**config.mk**
```make
export PLATFORM = sky130hd
export DESIGN_NAME = double_ended_queue_unit
export DESIGN_NICKNAME = d
export VERILOG_FILES = /design/src/sv/dequ_pkg.sv /design/src/sv/double_ended_queue_unit.sv /design/src/sv/dequ_ctrl.sv /design/src/sv/dequ_dp.sv
export VERILOG_INCLUDE_DIRS = /design/src /design/src/sv
export SDC_FILE = /design/constraint.sdc
export NUM_CORES = 1
export LEC_CHECK = 0
export BUFFER_PORTS_ARGS = -buffer_cell sky130_fd_sc_hd__buf_4
export CORE_ASPECT_RATIO = 0.6
export CORE_UTILIZATION = 64
export CTS_CLUSTER_DIAMETER = 60
export DETAILED_ROUTE_END_ITERATION = 10
export GPL_ROUTABILITY_DRIVEN = 1
export HOLD_SLACK_MARGIN = 0.06
export PLACE_DENSITY = 0.87
export SYNTH_ARGS = -nofsm -noshare
export SYNTH_HDL_FRONTEND = slang
export SYNTH_SLANG_ARGS = --single-unit
```
**constraint.sdc**
```tcl
create_clock -name clk_i -period 11.23 [get_ports clk_i]
set_clock_uncertainty 0.2 [all_clocks]
set_input_delay 1.123 -clock clk_i [delete_from_list [all_inputs] [get_ports clk_i]]
set_output_delay 1.123 -clock clk_i [all_outputs]
set_load 0.1 [all_outputs]
```
**src/sv/double_ended_queue_unit_defines.svh**
```systemverilog
// Assertion macros used by the double-ended queue datapath.
// Depends on clk_i and rst_ni being visible where a macro is used.
`ifndef DOUBLE_ENDED_QUEUE_UNIT_DEFINES_SVH
`define DOUBLE_ENDED_QUEUE_UNIT_DEFINES_SVH

// Property must hold at every clock edge out of reset.
`define DEQU_ASSERT(lbl, prop) \
  lbl: assert property (@(posedge clk_i) disable iff (!rst_ni) (prop)) \
    else $error("double_ended_queue_unit: assertion failed");

// Condition must never be seen at a clock edge out of reset.
`define DEQU_ASSERT_NEVER(lbl, cond) \
  lbl: assert property (@(posedge clk_i) disable iff (!rst_ni) !(cond)) \
    else $error("double_ended_queue_unit: forbidden condition seen");

`endif

```
**src/sv/dequ_pkg.sv**
```systemverilog
// Shared types and codes for the double-ended queue unit.
// No dependencies; used by the controller, datapath and top level.
package dequ_pkg;

  localparam int unsigned ModeW   = 2;
  localparam int unsigned StatusW = 2;
  localparam int unsigned DataW   = 32;
  localparam int unsigned FillW   = 5;

  localparam logic [ModeW-1:0] MODE_PUSH_FRONT = 2'd0;
  localparam logic [ModeW-1:0] MODE_PUSH_REAR  = 2'd1;
  localparam logic [ModeW-1:0] MODE_POP_FRONT  = 2'd2;
  localparam logic [ModeW-1:0] MODE_POP_REAR   = 2'd3;

  localparam logic [StatusW-1:0] STATUS_OK    = 2'd0;
  localparam logic [StatusW-1:0] STATUS_EMPTY = 2'd1;
  localparam logic [StatusW-1:0] STATUS_FULL  = 2'd2;

  typedef struct packed {
    logic               load;
    logic               push_front;
    logic               push_rear;
    logic               pop_front;
    logic               pop_rear;
    logic [StatusW-1:0] status;
  } dequ_cmd_t;

  typedef struct packed {
    logic empty;
    logic full;
  } dequ_sts_t;

endpackage

```
**src/sv/double_ended_queue_unit.sv**
```systemverilog
// Bounded double-ended queue of signed 32-bit values.
// Input channel: in_valid_i / in_stall_o carry mode_i and push_value_i.
// Output channel: out_valid_o / out_stall_i carry pop_value_o, status_o
// and fill_count_o; every accepted item yields exactly one result item.
// The result is registered and presented the cycle after the item is accepted.
// Throughput: one item per cycle while the output is not stalled; the
// single ring-buffer access per item, with its registered read, sets this.
// The next item is taken in the same cycle that the pending result leaves.
// A stalled result holds on the output and blocks further input until taken.
// Pushes into a full queue report status full; pops from an empty queue
// report status empty with a zero value; the queue is left unchanged.
// Reset empties the queue at once; slot contents are not cleared.
// Depends on dequ_pkg, dequ_ctrl and dequ_dp.
module double_ended_queue_unit #(
  parameter int unsigned DEPTH = 16
) (
  input  logic                                clk_i,
  input  logic                                rst_ni,
  input  logic                                in_valid_i,
  output logic                                in_stall_o,
  input  logic [dequ_pkg::ModeW-1:0]          mode_i,
  input  logic signed [dequ_pkg::DataW-1:0]   push_value_i,
  output logic                                out_valid_o,
  input  logic                                out_stall_i,
  output logic signed [dequ_pkg::DataW-1:0]   pop_value_o,
  output logic [dequ_pkg::StatusW-1:0]        status_o,
  output logic [dequ_pkg::FillW-1:0]          fill_count_o
);

  dequ_pkg::dequ_cmd_t        cmd;
  dequ_pkg::dequ_sts_t        sts;
  logic [dequ_pkg::DataW-1:0] pop_value;

  dequ_ctrl u_ctrl (
    .clk_i       (clk_i),
    .rst_ni      (rst_ni),
    .in_valid_i  (in_valid_i),
    .in_stall_o  (in_stall_o),
    .mode_i      (mode_i),
    .out_valid_o (out_valid_o),
    .out_stall_i (out_stall_i),
    .sts_i       (sts),
    .cmd_o       (cmd)
  );

  dequ_dp #(
    .DEPTH (DEPTH)
  ) u_dp (
    .clk_i        (clk_i),
    .rst_ni       (rst_ni),
    .cmd_i        (cmd),
    .sts_o        (sts),
    .push_value_i (push_value_i),
    .pop_value_o  (pop_value),
    .status_o     (status_o),
    .fill_count_o (fill_count_o)
  );

  assign pop_value_o = signed'(pop_value);

endmodule

```
**src/sv/dequ_ctrl.sv**
```systemverilog
// Controller of the double-ended queue unit: handshakes and operation decode.
// Depends on dequ_pkg; drives commands into dequ_dp.
module dequ_ctrl (
  input  logic                          clk_i,
  input  logic                          rst_ni,
  input  logic                          in_valid_i,
  output logic                          in_stall_o,
  input  logic [dequ_pkg::ModeW-1:0]    mode_i,
  output logic                          out_valid_o,
  input  logic                          out_stall_i,
  input  dequ_pkg::dequ_sts_t           sts_i,
  output dequ_pkg::dequ_cmd_t           cmd_o
);

  localparam logic StIdle = 1'b0;
  localparam logic StResp = 1'b1;

  logic state_q, state_d;
  logic in_ready;
  logic accept;

  assign out_valid_o = (state_q == StResp);
  assign in_ready    = (state_q == StIdle) || !out_stall_i;
  assign in_stall_o  = !in_ready;
  assign accept      = in_valid_i && in_ready;

  always_comb begin
    state_d = state_q;
    unique case (state_q)
      StIdle: begin
        if (accept) state_d = StResp;
      end
      StResp: begin
        if (accept) state_d = StResp;
        else if (!out_stall_i) state_d = StIdle;
      end
      default: state_d = StIdle;
    endcase
  end

  always_ff @(posedge clk_i or negedge rst_ni) begin
    if (!rst_ni) begin
      state_q <= StIdle;
    end else begin
      state_q <= state_d;
    end
  end

  always_comb begin
    cmd_o            = '0;
    cmd_o.load       = accept;
    cmd_o.status     = dequ_pkg::STATUS_OK;
    unique case (mode_i)
      dequ_pkg::MODE_PUSH_FRONT: begin
        if (sts_i.full) cmd_o.status = dequ_pkg::STATUS_FULL;
        else cmd_o.push_front = accept;
      end
      dequ_pkg::MODE_PUSH_REAR: begin
        if (sts_i.full) cmd_o.status = dequ_pkg::STATUS_FULL;
        else cmd_o.push_rear = accept;
      end
      dequ_pkg::MODE_POP_FRONT: begin
        if (sts_i.empty) cmd_o.status = dequ_pkg::STATUS_EMPTY;
        else cmd_o.pop_front = accept;
      end
      dequ_pkg::MODE_POP_REAR: begin
        if (sts_i.empty) cmd_o.status = dequ_pkg::STATUS_EMPTY;
        else cmd_o.pop_rear = accept;
      end
      default: cmd_o.status = dequ_pkg::STATUS_OK;
    endcase
  end

endmodule

```
**src/sv/dequ_dp.sv**
```systemverilog
// Datapath of the double-ended queue unit: ring buffer, indices and result.
// Depends on dequ_pkg and double_ended_queue_unit_defines.svh.
`include "double_ended_queue_unit_defines.svh"

module dequ_dp #(
  parameter int unsigned DEPTH = 16
) (
  input  logic                            clk_i,
  input  logic                            rst_ni,
  input  dequ_pkg::dequ_cmd_t             cmd_i,
  output dequ_pkg::dequ_sts_t             sts_o,
  input  logic [dequ_pkg::DataW-1:0]      push_value_i,
  output logic [dequ_pkg::DataW-1:0]      pop_value_o,
  output logic [dequ_pkg::StatusW-1:0]    status_o,
  output logic [dequ_pkg::FillW-1:0]      fill_count_o
);

  localparam int unsigned AW = (DEPTH > 1) ? $clog2(DEPTH) : 1;
  localparam int unsigned CW = $clog2(DEPTH + 1);

  logic [dequ_pkg::DataW-1:0] slots_q [DEPTH];
  logic [dequ_pkg::DataW-1:0] rd_q;

  logic [AW-1:0]               front_q, front_d;
  logic [CW-1:0]               count_q, count_d;
  logic                        pop_ok_q;
  logic [dequ_pkg::StatusW-1:0] status_q;

  logic [AW-1:0] front_dec, front_inc;
  logic [AW:0]   rear_wr_sum, rear_rd_sum;
  logic [AW-1:0] rear_wr, rear_rd;
  logic [AW-1:0] wr_addr, rd_addr;
  logic          wr_en, rd_en;
  logic [31:0]   count_ext;

  assign sts_o.empty = (count_q == '0);
  assign sts_o.full  = (count_q == CW'(DEPTH));

  assign front_dec = (front_q == '0) ? AW'(DEPTH - 1) : front_q - AW'(1);
  assign front_inc = (front_q == AW'(DEPTH - 1)) ? '0 : front_q + AW'(1);

  assign rear_wr_sum = {1'b0, front_q} + {1'b0, AW'(count_q)};
  assign rear_rd_sum = {1'b0, front_q} + {1'b0, AW'(count_q - CW'(1))};
  assign rear_wr = (rear_wr_sum >= (AW+1)'(DEPTH)) ?
                   AW'(rear_wr_sum - (AW+1)'(DEPTH)) : AW'(rear_wr_sum);
  assign rear_rd = (rear_rd_sum >= (AW+1)'(DEPTH)) ?
                   AW'(rear_rd_sum - (AW+1)'(DEPTH)) : AW'(rear_rd_sum);

  assign wr_en   = cmd_i.push_front || cmd_i.push_rear;
  assign rd_en   = cmd_i.pop_front || cmd_i.pop_rear;
  assign wr_addr = cmd_i.push_front ? front_dec : rear_wr;
  assign rd_addr = cmd_i.pop_front ? front_q : rear_rd;

  always_comb begin
    front_d = front_q;
    count_d = count_q;
    if (cmd_i.push_front) front_d = front_dec;
    if (cmd_i.pop_front)  front_d = front_inc;
    if (wr_en) count_d = count_q + CW'(1);
    if (rd_en) count_d = count_q - CW'(1);
  end

  always_ff @(posedge clk_i) begin
    if (wr_en) slots_q[wr_addr] <= push_value_i;
    if (rd_en) rd_q <= slots_q[rd_addr];
  end

  always_ff @(posedge clk_i or negedge rst_ni) begin
    if (!rst_ni) begin
      front_q  <= '0;
      count_q  <= '0;
      pop_ok_q <= 1'b0;
      status_q <= dequ_pkg::STATUS_OK;
    end else begin
      front_q <= front_d;
      count_q <= count_d;
      if (cmd_i.load) begin
        pop_ok_q <= rd_en;
        status_q <= cmd_i.status;
      end
    end
  end

  assign count_ext    = 32'(count_q);
  assign pop_value_o  = pop_ok_q ? rd_q : '0;
  assign status_o     = status_q;
  assign fill_count_o = count_ext[dequ_pkg::FillW-1:0];

  `DEQU_ASSERT_NEVER(a_count_bound, count_q > CW'(DEPTH))
  `DEQU_ASSERT_NEVER(a_one_access, wr_en && rd_en)
  `DEQU_ASSERT(a_push_counts, wr_en |=> (count_q == $past(count_q) + CW'(1)))
  `DEQU_ASSERT(a_pop_counts, rd_en |=> (count_q == $past(count_q) - CW'(1)))

endmodule

```
==> metrics.yaml <==
slew_headroom_pct: 18.6
synthDistinctLibCells: 51
hold_viol_final: 0
slowest_stage: "fa_4"
core_sq_mm: 0.0404
cts_setup_buffers: 0
areaGrowthSynthToFinish_pct: 10.5
finalSetupViolCount: 0
cp_max_fo: 68
initial_core_util_pct: 65.0
period_needed_ns: 5.12
drv_cap: 0
cts_made_buffers: 49
syn_area_per_cell_sq_um: 20.2
ctsHoldBuffers: 0
cts_sinks: 557
tritoncts: "done"
drive_gt1_share_pct: 35.0
cp.required_ns: 11.35
drt-total-wl_um: 59400
globalplace.congestion: 0.779
grt_pass1_wl_um: 88900
tightest_slew_ns: 1.21
grt_overflow: 0
r2r-start: "u_dp.front_q[1]$_DFFE_PN0P_"
grt_use_total_pct: 29.0
cts_resized: 0
path_clk_slew_ns: 0.07
tns_ns: 0
dp_cells: 1843
htree_levels: 2
synthFlopType: "edfxtp_1"
ys_ff_latch: 557
slew_violations: 0
finalNonFillerCells: 1934
cts_buffer_depth: 3
layout_commonest_cell: "edfxtp_1"
outcome: "complete, no violations"
synthesis.area_sq_mm: 0.0263
std_cell_rows: 57
async_reset_ff_share_pct: 2.33
clk_latency_ns: 0.59
via_per_inst: 7.15
holdCritPathClass: "input port to asynchronous set/reset pin"
synth_edf_count: 544
fin_crit_sh_pct: 45.6
grt_pass1_vias: 14400
rsz0062_at_grt: "no"
max_freq_mhz: 195
dieArea_sq_mm: 0.0419
drtIter0Drc: 1623
io_pins: 79
dpl.hpwl_um: 32000
worst_ep_arrival_time_ns: 5.24
drc: 0
yosys_warnings: 0
crit_top_cell: "mux2i_1"
die_h_um: 159
synth-seq-area-share_pct: 63.4
vias: 13800
port_buffers: 78
synthCells: 1298
fin_nets: 1414
synth_nets: 1349
final_cell_mix: "edfxtp_1, mux4_2, mux2i_1"
cts_root_buffer: "clkbuf_16"
antenna_found_initial: 2
postRouteAntennaNets: 0
die_x_um: 264
grt_max_degree: 132
critPathKind: "flop to flop"
cpPeakStageDelay_ns: 1.57
avgRoutedWirePerCell_um: 30.7
end_kind: "flop"
critPathLaunch: "u_dp.front_q[1]$_DFFE_PN0P_"
first_pass_iters: 5
crit_path_start_kind: "flop"
crit_chain: "inv_1 -> fa_4 -> buf_4 -> mux4_2 -> mux2i_1 -> mux2i_1 -> mux2_2"
## cells in the mapped netlist (2+ instances only)
master    count  area (sq um)
inv_1         8          30.0
a31oi_1       2          12.5
a21oi_1       4          20.0
and3_1        3          18.8
xnor2_1       8          70.1
mux4_2      256          5770
ha_1         11           138
a21o_1        2          15.0
mux2_2       34           383
a22oi_1       3          22.5
buf_2        14          70.1
o21bai_1      2          15.0
mux2i_1     195          1950
nand3_1       3          15.0
nand2_1      14          52.6
and2_1       35           219
nand4_1       2          12.5
fa_1          2          40.0
buf_6         7          78.8
a32o_1        2          20.0
buf_1        22          82.6
nand2b_1      2          12.5
dfrtp_1      13           325
nor3_1        4          20.0
xor2_1        3          26.3
clkbuf_1     50           188
edfxtp_1    544         16300
nor2_1       22          82.6
o21ai_0       9          45.0
## stage by stage
stage / utilization [%] / hold slack [ns] / setup WS (ns) / instance area (sq um)
2_1_floorplan: - / 0.365 / 6.59 / 26300
3_5_place_dp: 68.0 / 0.278 / 6.14 / 27500
5_1_grt: 71.8 / 0.182 / 5.94 / 29000
3_3_place_gp: 68.0 / 0.272 / 6.28 / 27500
4_1_cts: 71.8 / 0.163 / 6.13 / 29000
6_report: 71.8 / 0.168 / 6.11 / 29000
## cell families (layout without fill, tap and decap cells)
logic type	after synthesis	after routing	synth area share, %
AO/OA/AOI/OAI	38	38	1.01
XOR/XNOR	12	12	0.472
adder cells (fa/ha/maj)	13	13	0.676
buffers and inverters	101	205	1.71
flip-flops	557	557	63.4
multiplexers	485	485	30.8
other	0	1	0
AND/OR/NAND/NOR	92	92	1.86
## flip-flops by register name (all words and copies together) (netlist names)
signal	flops
u_ctrl.out_valid_o	1
u_dp.fill_count_o	5
u_dp.front_q	4
u_dp.pop_ok_q	1
u_dp.rd_q	32
u_dp.slots_q	512
u_dp.status_o	2
## metal layers
| metal | routed length, um | track usage [%] |
|---|---|---|
| met5 | 24 | 0 |
| met4 | 1480 | 7.87 |
| met3 | 4940 | 5.91 |
| met1 | 23400 | 40.6 |
| met2 | 29600 | 47.4 |
## final timing paths
path	to	slack (ns)	depth (start not counted)
setup / recovery	u_dp.rd_q[20]$_DFFE_PN_	6.11	7
max in group asynchronous	u_dp.front_q[1]$_DFFE_PN0P_	10.46	1
hold reg to reg	u_dp.status_o[1]$_DFFE_PN0P_	0.30	2
setup reg to reg	u_dp.rd_q[20]$_DFFE_PN_	6.11	7
min in group clk_i	u_dp.status_o[1]$_DFFE_PN0P_	0.30	2
hold / removal	u_ctrl.out_valid_o$_DFF_PN0_	0.17	1
## critical path, delay by kind of cell, from the launching register on
kind | cells | cell delay, ns
adder cells (fa/ha/maj) | 1 | 1.57
buffers and inverters | 2 | 1.20
multiplexers | 4 | 1.06
flip-flops | 1 | 0.72
## layout make-up
type | count | area [sq um]
multi-input combinational | 640 | 9310
inverter | 8 | 30.0
sequential | 557 | 16700
tap | 531 | 664
clock buffer | 61 | 1290
fill | 2285 | 11400
timing repair buffer | 107 | 828
antenna | 1 | 2.50
clock inverter | 29 | 226
Power is not shown: default switching activity piles up to over one toggle a cycle in this logic, so the estimate is an artifact.
